## src/sv/olb_pkg.sv

```systemverilog
`timescale 1ns / 1ps
// ----------------------------------------------------------------------------
// Order book level package
// Shared constants and types for the price-level book and deal detector.
// ----------------------------------------------------------------------------
package olb_pkg;

  localparam int unsigned PriceLevels = 64;
  localparam int unsigned SlotW       = $clog2(PriceLevels);
  localparam int unsigned CntW        = $clog2(PriceLevels + 1);

  localparam int unsigned InW  = 8 + 31 + 31 + 63 + 31 + 31 + 63 + 63;
  localparam int unsigned InTdataW  = ((InW + 7) / 8) * 8;
  localparam int unsigned OutW = 1 + 63 + 63 + 31 + 31 + 1 + 31 + 63 + 1 + 32 + 1;
  localparam int unsigned OutTdataW = ((OutW + 7) / 8) * 8;

  // Commands from the controller to the datapath.
  typedef struct packed {
    logic load;       // capture the input item
    logic clear;      // clear all valid bits
    logic scan;       // examine the entry at the scan index
    logic finish;     // compute and commit the result
  } olb_cmd_t;

  // Status from the datapath to the controller.
  typedef struct packed {
    logic scan_last;  // scan index is at the last entry
    logic skip_scan;  // the item needs no table search
  } olb_sts_t;

endpackage

```

## src/sv/olb_ctrl.sv

```systemverilog
`timescale 1ns / 1ps
// ----------------------------------------------------------------------------
// Order book level controller
// Sequences capture, table scan, commit and output handoff for each item.
// ----------------------------------------------------------------------------
module olb_ctrl import olb_pkg::*; (
  input  logic     clk_i,
  input  logic     rst_ni,
  input  logic     in_valid_i,
  output logic     in_ready_o,
  input  logic     out_ready_i,
  output logic     out_valid_o,
  input  olb_sts_t sts_i,
  output olb_cmd_t cmd_o
);

  typedef enum logic [2:0] {
    StIdle,
    StScan,
    StFlush,
    StDone,
    StOut
  } state_e;

  state_e state_q;
  logic   out_valid_q;

  // The result register frees as soon as it is taken, so the next item may
  // be accepted in the same cycle.
  assign in_ready_o  = (state_q == StIdle) || (state_q == StOut && out_ready_i);
  assign out_valid_o = out_valid_q;

  always_comb begin
    cmd_o = '0;
    cmd_o.load   = in_valid_i && in_ready_o;
    cmd_o.scan   = (state_q == StScan);
    cmd_o.finish = (state_q == StDone);
  end

  always_ff @(posedge clk_i or negedge rst_ni) begin
    if (!rst_ni) begin
      state_q     <= StIdle;
      out_valid_q <= 1'b0;
    end else begin
      case (state_q)
        StIdle: begin
          if (in_valid_i) begin
            state_q <= StScan;
          end
        end
        StScan: begin
          if (sts_i.scan_last || sts_i.skip_scan) begin
            state_q <= StFlush;
          end
        end
        // The table read is registered, so the last entry is compared here.
        StFlush: begin
          state_q <= StDone;
        end
        StDone: begin
          state_q     <= StOut;
          out_valid_q <= 1'b1;
        end
        StOut: begin
          if (out_ready_i) begin
            out_valid_q <= 1'b0;
            state_q     <= in_valid_i ? StScan : StIdle;
          end
        end
        default: begin
          state_q <= StIdle;
        end
      endcase
    end
  end

  assert property (@(posedge clk_i) disable iff (!rst_ni)
    out_valid_q |-> state_q == StOut)
    else $error("result shown outside output state");
  assert property (@(posedge clk_i) disable iff (!rst_ni)
    cmd_o.load |=> state_q == StScan)
    else $error("accepted item did not start a scan");
  assert property (@(posedge clk_i) disable iff (!rst_ni)
    cmd_o.finish |=> out_valid_q)
    else $error("commit without a result");

endmodule

```

## config.mk

```make
export PLATFORM = sky130hd
export DESIGN_NAME = olb_ctrl
export DESIGN_NICKNAME = d
export VERILOG_FILES = /design/src/sv/olb_pkg.sv /design/src/sv/olb_ctrl.sv
export SDC_FILE = /design/constraint.sdc
export NUM_CORES = 1
export LEC_CHECK = 0
export CORE_AREA = 5 5 42 44
export CTS_CLUSTER_SIZE = 25
export DETAILED_ROUTE_END_ITERATION = 8
export DIE_AREA = 0 0 47 49
export DONT_BUFFER_PORTS = 1
export PLACE_DENSITY = 0.31
export SLEW_MARGIN = 10
export SYNTH_ARGS = -nofsm -noshare
export SYNTH_HDL_FRONTEND = slang
export SYNTH_SLANG_ARGS = --single-unit
```

## constraint.sdc

```tcl
create_clock -name clk_i -period 2.3 [get_ports clk_i]
set_input_delay 0.46 -clock clk_i [delete_from_list [all_inputs] [get_ports clk_i]]
set_output_delay 0.46 -clock clk_i [all_outputs]
set_load 0.1 [all_outputs]
```

==> flow_summary.rst, run 1 <==
.. list-table::
   :header-rows: 1

   * - Metric
     - Value
   * - Area enclosed by the die boundary
     - 2303 µm²
   * - Synthesized flop and latch total
     - 4
   * - Post-detailed-placement half-perimeter wirelength
     - 436.1 µm
   * - HP Class
     - primary input to flop
   * - Type of element capturing the critical path
     - primary output
   * - Post-synth EDFFs
     - 0
   * - Final setup fails
     - 0
   * - Sink of the worst hold path
     - state_q[0]$_DFFE_PN0P_
   * - Clock latency of the later-clocked register in the worst-skew pair
     - 0.24 ns
   * - Number of I/O pins
     - 12
   * - Iteration-0 DRC count of the detailed router
     - 2
   * - Depth of the worst hold-timing path
     - 2
   * - Type of the worst setup path
     - flop to primary output
   * - Via/cell ratio
     - 4.327
   * - CP Data Arrival Time
     - 1.44 ns
   * - Most area-hungry cell type in the Yosys netlist
     - sky130_fd_sc_hd__dfrtp_1
   * - RR Startpoint
     - state_q[2]$_DFFE_PN0P_
   * - PortBufs
     - 0
   * - Chip width
     - 47 µm
   * - Slowest cell on the critical path
     - sky130_fd_sc_hd__dfrtp_1
   * - Placed Area
     - 295.3 µm²
   * - Total via count in the routed design
     - 212
   * - Global-route wire length before repair
     - 869 µm
   * - Startpoint kind of the worst setup timing path
     - flop
   * - Inserted Clock Buffers
     - 3
   * - Time the final worst path needs with I/O delays and setup
     - 1.903 ns
   * - Count of inserted antenna diode cells
     - 0
   * - Starting utilization of the core area
     - 17.59%
   * - FFs w/ async S/R, synth
     - 100.0%
   * - Dominant cells by area after synthesis
     - sky130_fd_sc_hd__dfrtp_1 41%, sky130_fd_sc_hd__a21oi_4 6.6%, sky130_fd_sc_hd__a21oi_1 6.1%, sky130_fd_sc_hd__nand2_1 4.6%, sky130_fd_sc_hd__o21ai_0 4.1%
   * - Number of setup buffers added after CTS
     - 0
   * - Period Utilization, post-route
     - 82.76%
   * - Gates resized, CTS repair
     - 0
   * - Footprint of the flip-flops and latches
     - 100.1 µm²
   * - Area of the core region
     - 1401 µm²
   * - Final #Nets
     - 41
   * - Final-layout setup total negative slack
     - 0 ns
   * - CTS max path bufs
     - 2
   * - Cell family contributing the most delay on the critical path
     - simple AND/OR/NAND/NOR gates
   * - Residual DRC count
     - 0
   * - Delay of the slowest cell on the worst path
     - 0.44 ns
   * - Aggregate routed wire length
     - 558 µm
   * - Share of synthesized area occupied by flip-flops and latches
     - 40.61%
   * - Final-report hold violation count
     - 0
   * - CTS tree
     - done
   * - Finished Cell Area
     - 327.8 µm²
   * - Ys Warns
     - 0
   * - Overflow left after global routing
     - 0
   * - Number of cell instances on the worst register-to-register path
     - 3
   * - CTS root buffer
     - sky130_fd_sc_hd__clkbuf_4
   * - Most frequent cell after synthesis
     - sky130_fd_sc_hd__dfrtp_1
   * - Number of antenna violations at the first check in global routing
     - 0
   * - Count of buffer and inverter cells on the critical path
     - 1
   * - FF-to-FF setup slack
     - 1.03 ns
   * - Final weighted congestion in routability-driven placement
     - 0.6762
   * - FF-to-FF End
     - state_q[2]$_DFFE_PN0P_
   * - First-pass iteration count of the detailed router
     - 2
   * - Worst Setup Slack post-DPL
     - 0.6505 ns
   * - Post-Syn Area
     - 246.5 µm²
   * - Max-cap violation count
     - 0
   * - Global-route usage over all layers
     - 6.153%
   * - Row count
     - 14
   * - Maximum achievable frequency
     - 525.4 MHz
   * - Final core utilization
     - 23.39%
   * - Clock sink total
     - 4
   * - Status
     - completed
   * - Antenna-violating nets left
     - 0
   * - Area occupied by multi-input gates
     - 136.4 µm²
   * - Setup repair after global routing missed its margin
     - false
   * - Average wire length per cell after detail routing
     - 11.39 µm
   * - Filler cell count in the final layout
     - 165
   * - Clock transition at the registers of the reported paths
     - 0.04 ns
   * - Cell chain of the critical path
     - or2_4, a21oi_4, and2_2, buf_12
   * - Pin count of the biggest net entering global routing
     - 9
   * - Die outline height
     - 49 µm
   * - Startpoint of the worst hold path
     - in_valid_i
   * - Synth Flop Type
     - sky130_fd_sc_hd__dfrtp_1
   * - Max FO, Critical Path
     - 8
   * - Distinct cell type count of the synthesized netlist
     - 18
   * - Number of instances in the synthesized netlist
     - 27
   * - Startpoint of the most critical setup path
     - state_q[1]$_DFFE_PN0P_
   * - Post-Route Skew
     - 0.0002100 ns
   * - Top cell types by occurrence after synthesis
     - 4 x sky130_fd_sc_hd__dfrtp_1, 3 x sky130_fd_sc_hd__a21oi_1, 3 x sky130_fd_sc_hd__nand2_1
   * - Total nets after synthesis
     - 33
   * - Slew Limit Fails
     - 0
   * - Crit path required time
     - 1.84 ns
   * - Layout cells sized above 1
     - 33.33%
   * - Mapped Avg Cell Area
     - 9.129 µm²
   * - Relative area change from synthesis to final layout
     - 32.99%
   * - Worst Slack Setup Final
     - 0.3965 ns
   * - Area share of the leading cell type in the synthesized netlist
     - 40.61%
   * - CTS H-Tree Depth
     - 1
   * - Via count of the first global-routing pass
     - 204
==> state kept, by name, indices dropped and copies added, names as in the netlist <==
register     count
out_valid_o      1
state_q          3
==> per-layer routing <==
layer | up-vias | wire length [µm] | global-route usage (%)
met5 | - | 0 | 0
li1 | 102 | - | -
met1 | 95 | 210 | 5.791
met4 | 0 | 46 | 9.677
met3 | 5 | 51 | 2.952
met2 | 10 | 249 | 7.240
==> logic make-up (layout without fill, tap and decap cells) <==
group                  after synthesis  after routing  synth area share, %
other                                1              1                1.521
AO/OA/AOI/OAI                        8              8                23.35
AND/OR/NAND/NOR                     12             12                29.96
flip-flops                           4              4                40.61
buffers and inverters                2              8                4.568
==> area by class of cell <==
cell class,instances,share of cell area (%)
clock buffer,3,6.870
inverter,1,1.145
multi-input combinational,21,41.60
tap,16,6.107
timing repair buffer,4,13.74
sequential,4,30.53
==> worst register-to-register path: stages, from the launching register on <==
cell and delay [ns]:
sky130_fd_sc_hd__dfrtp_1 0.45, sky130_fd_sc_hd__nor2b_1 0.21, sky130_fd_sc_hd__and2_4 0.37, sky130_fd_sc_hd__o21bai_1 0.16
==> worst max-delay path by stage <==
stage | endpoint | slack, ns | cells past startpoint
6_report | cmd_o[3] | 0.40 | 4
5_1_grt | cmd_o[3] | 0.34 | 4
4_1_cts | cmd_o[3] | 0.38 | 4
3_5_place_dp | cmd_o[3] | 0.65 | 4
3_3_place_gp | cmd_o[3] | 0.65 | 4
2_1_floorplan | cmd_o[3] | 0.003 | 3
==> what timing repair did <==
item	4_1_cts	5_1_grt
setup endpoints to repair	0	0
hold endpoints to repair	4	0
hold buffers	1	0
==> through the flow <==
step	instances	hold WS, ns
2_1_floorplan	27	0.1644
3_3_place_gp	45	0.1645
3_5_place_dp	45	0.1646
4_1_cts	49	0.3725
5_1_grt	49	0.3909
6_report	49	0.3790
==> layout by cell type (no fill, tap or decap) <==
master                          count
sky130_fd_sc_hd__dfrtp_1            4
sky130_fd_sc_hd__a21oi_1            3
sky130_fd_sc_hd__nand2_1            3
sky130_fd_sc_hd__clkbuf_4           3
sky130_fd_sc_hd__nor2_1             2
sky130_fd_sc_hd__o21ai_0            2
sky130_fd_sc_hd__buf_4              2
sky130_fd_sc_hd__nor2b_1            1
sky130_fd_sc_hd__and2_4             1
sky130_fd_sc_hd__and2b_2            1
sky130_fd_sc_hd__inv_1              1
sky130_fd_sc_hd__or2_4              1
sky130_fd_sc_hd__a21oi_4            1
sky130_fd_sc_hd__and2_2             1
sky130_fd_sc_hd__or3b_1             1
sky130_fd_sc_hd__or2b_1             1
sky130_fd_sc_hd__o21bai_1           1
sky130_fd_sc_hd__o221ai_1           1
sky130_fd_sc_hd__conb_1             1
sky130_fd_sc_hd__dlygate4sd3_1      1
sky130_fd_sc_hd__buf_12             1
Power of run 1 is not shown: default switching activity piles up to over one toggle a cycle in this logic, so the estimate is an artifact.
==> run 2: changes to the inputs <==
==> constraint.sdc (replaced) <==
create_clock -name clk_i -period 1.9 [get_ports clk_i]
set_input_delay 0.38 -clock clk_i [delete_from_list [all_inputs] [get_ports clk_i]]
set_output_delay 0.38 -clock clk_i [all_outputs]
set_load 0.1 [all_outputs]
==> flow_summary.rst, run 2 (synthesis gave the netlist of run 1 again) <==
.. list-table::
   :header-rows: 1

   * - Metric
     - Value
   * - Status
     - completed (unchanged)
   * - CP Data Arrival Time
     - 1.40 ns (was 1.44 ns)
   * - Pin count of the biggest net entering global routing
     - 8 (was 9)
   * - Gates resized, CTS repair
     - 0 (unchanged)
   * - Startpoint kind of the worst setup timing path
     - flop (unchanged)
   * - Crit path required time
     - 1.52 ns (was 1.84 ns)
   * - Aggregate routed wire length
     - 554 µm (was 558 µm)
   * - Startpoint of the most critical setup path
     - state_q[0]$_DFFE_PN0P_ (was state_q[1]$_DFFE_PN0P_)
   * - CTS root buffer
     - sky130_fd_sc_hd__clkbuf_4 (unchanged)
   * - Final setup fails
     - 0 (unchanged)
   * - Overflow left after global routing
     - 0 (unchanged)
   * - Maximum achievable frequency
     - 561.5 MHz
   * - Final #Nets
     - 41 (unchanged)
   * - Worst Slack Setup Final
     - 0.1189 ns (was 0.3965 ns)
   * - Max-cap violation count
     - 0 (unchanged)
   * - Max FO, Critical Path
     - 6 (was 8)
   * - Clock transition at the registers of the reported paths
     - 0.04 ns (about the same)
   * - Relative area change from synthesis to final layout
     - 28.43% (was 32.99%)
   * - Number of antenna violations at the first check in global routing
     - 0 (unchanged)
   * - Die outline height
     - 49 µm (unchanged)
   * - Average wire length per cell after detail routing
     - 11.31 µm (was 11.39 µm)
   * - Via count of the first global-routing pass
     - 193 (was 204)
   * - Period Utilization, post-route
     - 93.74%
   * - Total via count in the routed design
     - 201 (was 212)
   * - PortBufs
     - 0 (unchanged)
   * - HP Class
     - primary input to flop (unchanged)
   * - Type of the worst setup path
     - flop to primary output (unchanged)
   * - Chip width
     - 47 µm (unchanged)
   * - Layout cells sized above 1
     - 33.33% (unchanged)
   * - Area enclosed by the die boundary
     - 2303 µm² (unchanged)
   * - Final weighted congestion in routability-driven placement
     - 0.6875 (was 0.6762)
   * - Number of I/O pins
     - 12 (unchanged)
   * - CTS tree
     - done (unchanged)
   * - CTS max path bufs
     - 2 (unchanged)
   * - Register with the highest flop count
     - state_q (unchanged)
   * - Via/cell ratio
     - 4.102 (was 4.327)
   * - Slew Limit Fails
     - 0 (unchanged)
   * - Clock latency of the later-clocked register in the worst-skew pair
     - 0.24 ns (about the same)
   * - Most common cell after layout, fill and taps aside
     - sky130_fd_sc_hd__dfrtp_1 (unchanged)
   * - Count of inserted antenna diode cells
     - 0 (unchanged)
   * - Final-report hold violation count
     - 0 (unchanged)
   * - Time the final worst path needs with I/O delays and setup
     - 1.781 ns
   * - RR Startpoint
     - state_q[2]$_DFFE_PN0P_ (unchanged)
   * - Starting utilization of the core area
     - 17.59% (unchanged)
   * - Clock sink total
     - 4 (unchanged)
   * - Global-route wire length before repair
     - 903 µm (was 869 µm)
   * - Number of flip-flops in the largest register
     - 3 (unchanged)
   * - Final core utilization
     - 22.59% (was 23.39%)
   * - Global-route usage over all layers
     - 6.285% (was 6.153%)
   * - Commonest cells after routing, fill and taps aside
     - 4 x sky130_fd_sc_hd__dfrtp_1, 3 x sky130_fd_sc_hd__a21oi_1, 3 x sky130_fd_sc_hd__nand2_1, 3 x sky130_fd_sc_hd__clkbuf_4, 3 x sky130_fd_sc_hd__buf_4 (was 4 x sky130_fd_sc_hd__dfrtp_1, 3 x sky130_fd_sc_hd__a21oi_1, 3 x sky130_fd_sc_hd__nand2_1, 3 x sky130_fd_sc_hd__clkbuf_4)
   * - Startpoint of the worst hold path
     - in_valid_i (unchanged)
   * - Final-layout setup total negative slack
     - 0 ns (unchanged)
   * - Setup repair after global routing missed its margin
     - false (unchanged)
   * - Type of element capturing the critical path
     - primary output (unchanged)
   * - Antenna-violating nets left
     - 0 (unchanged)
   * - Area of the core region
     - 1401 µm² (unchanged)
   * - Residual DRC count
     - 0 (unchanged)
   * - Inserted Clock Buffers
     - 3 (unchanged)
   * - Iteration-0 DRC count of the detailed router
     - 3 (was 2)
   * - Post-detailed-placement half-perimeter wirelength
     - 448.7 µm (was 436.1 µm)
   * - Row count
     - 14 (unchanged)
   * - CTS H-Tree Depth
     - 1 (unchanged)
   * - First-pass iteration count of the detailed router
     - 2 (unchanged)
   * - Post-route worst hold slack
     - 0.3080 ns (was 0.3790 ns)
   * - Post-Route Skew
     - 0.0009223 ns (was 0.0002100 ns)
   * - Worst Setup Slack post-DPL
     - 0.3706 ns (was 0.6505 ns)
## run 2: layout make-up
cell class	count	area, µm²
Clock buffer	3	22.52
Fill cell	166	1085
Inverter	1	3.754
Multi-Input combinational cell	21	137.6
Sequential cell	4	100.1
Tap cell	16	20.02
Timing Repair Buffer	4	32.53
## run 2: repair_timing
action                     CTS  global route
hold endpoints to repair     4             0
hold buffers                 1             0
setup buffers                0             0
setup endpoints to repair    0             0
## run 2: final timing paths
| kind | to | slack, ns | cells after the start |
|---|---|---|---|
| max | cmd_o[3] | 0.12 | 3 |
| min | state_q[0]$_DFFE_PN0P_ | 0.31 | 2 |
| max reg2reg | state_q[2]$_DFFE_PN0P_ | 0.64 | 3 |
| min reg2reg | out_valid_o$_DFFE_PN0P_ | 0.55 | 2 |
| max in group asynchronous | state_q[2]$_DFFE_PN0P_ | 1.31 | 1 |
| min in group asynchronous | state_q[1]$_DFFE_PN0P_ | 0.42 | 1 |
## run 2: stage by stage
step,instance area (µm²),instances
after global placement,284.0,45
after CTS,316.6,49
after global routing,316.6,49
final,316.6,49
after detailed placement,284.0,45
after floorplan,249.0,27
## run 2: routing by layer
metal / global-route usage, % / up-vias / routed length, µm
met2: 7.692 / 7 / 265
li1: - / 100 / -
met5: 0 / - / 0
met4: 4.147 / 0 / 7
met3: 7.380 / 2 / 82
met1: 5.765 / 92 / 198
## run 2: critical path: stages, from the launching register on
cell,delay (ns)
sky130_fd_sc_hd__dfrtp_1,0.41
sky130_fd_sc_hd__or2_4,0.29
sky130_fd_sc_hd__a21oi_4,0.12
sky130_fd_sc_hd__and2_4,0.34
Power of run 2 is left out for the same reason.
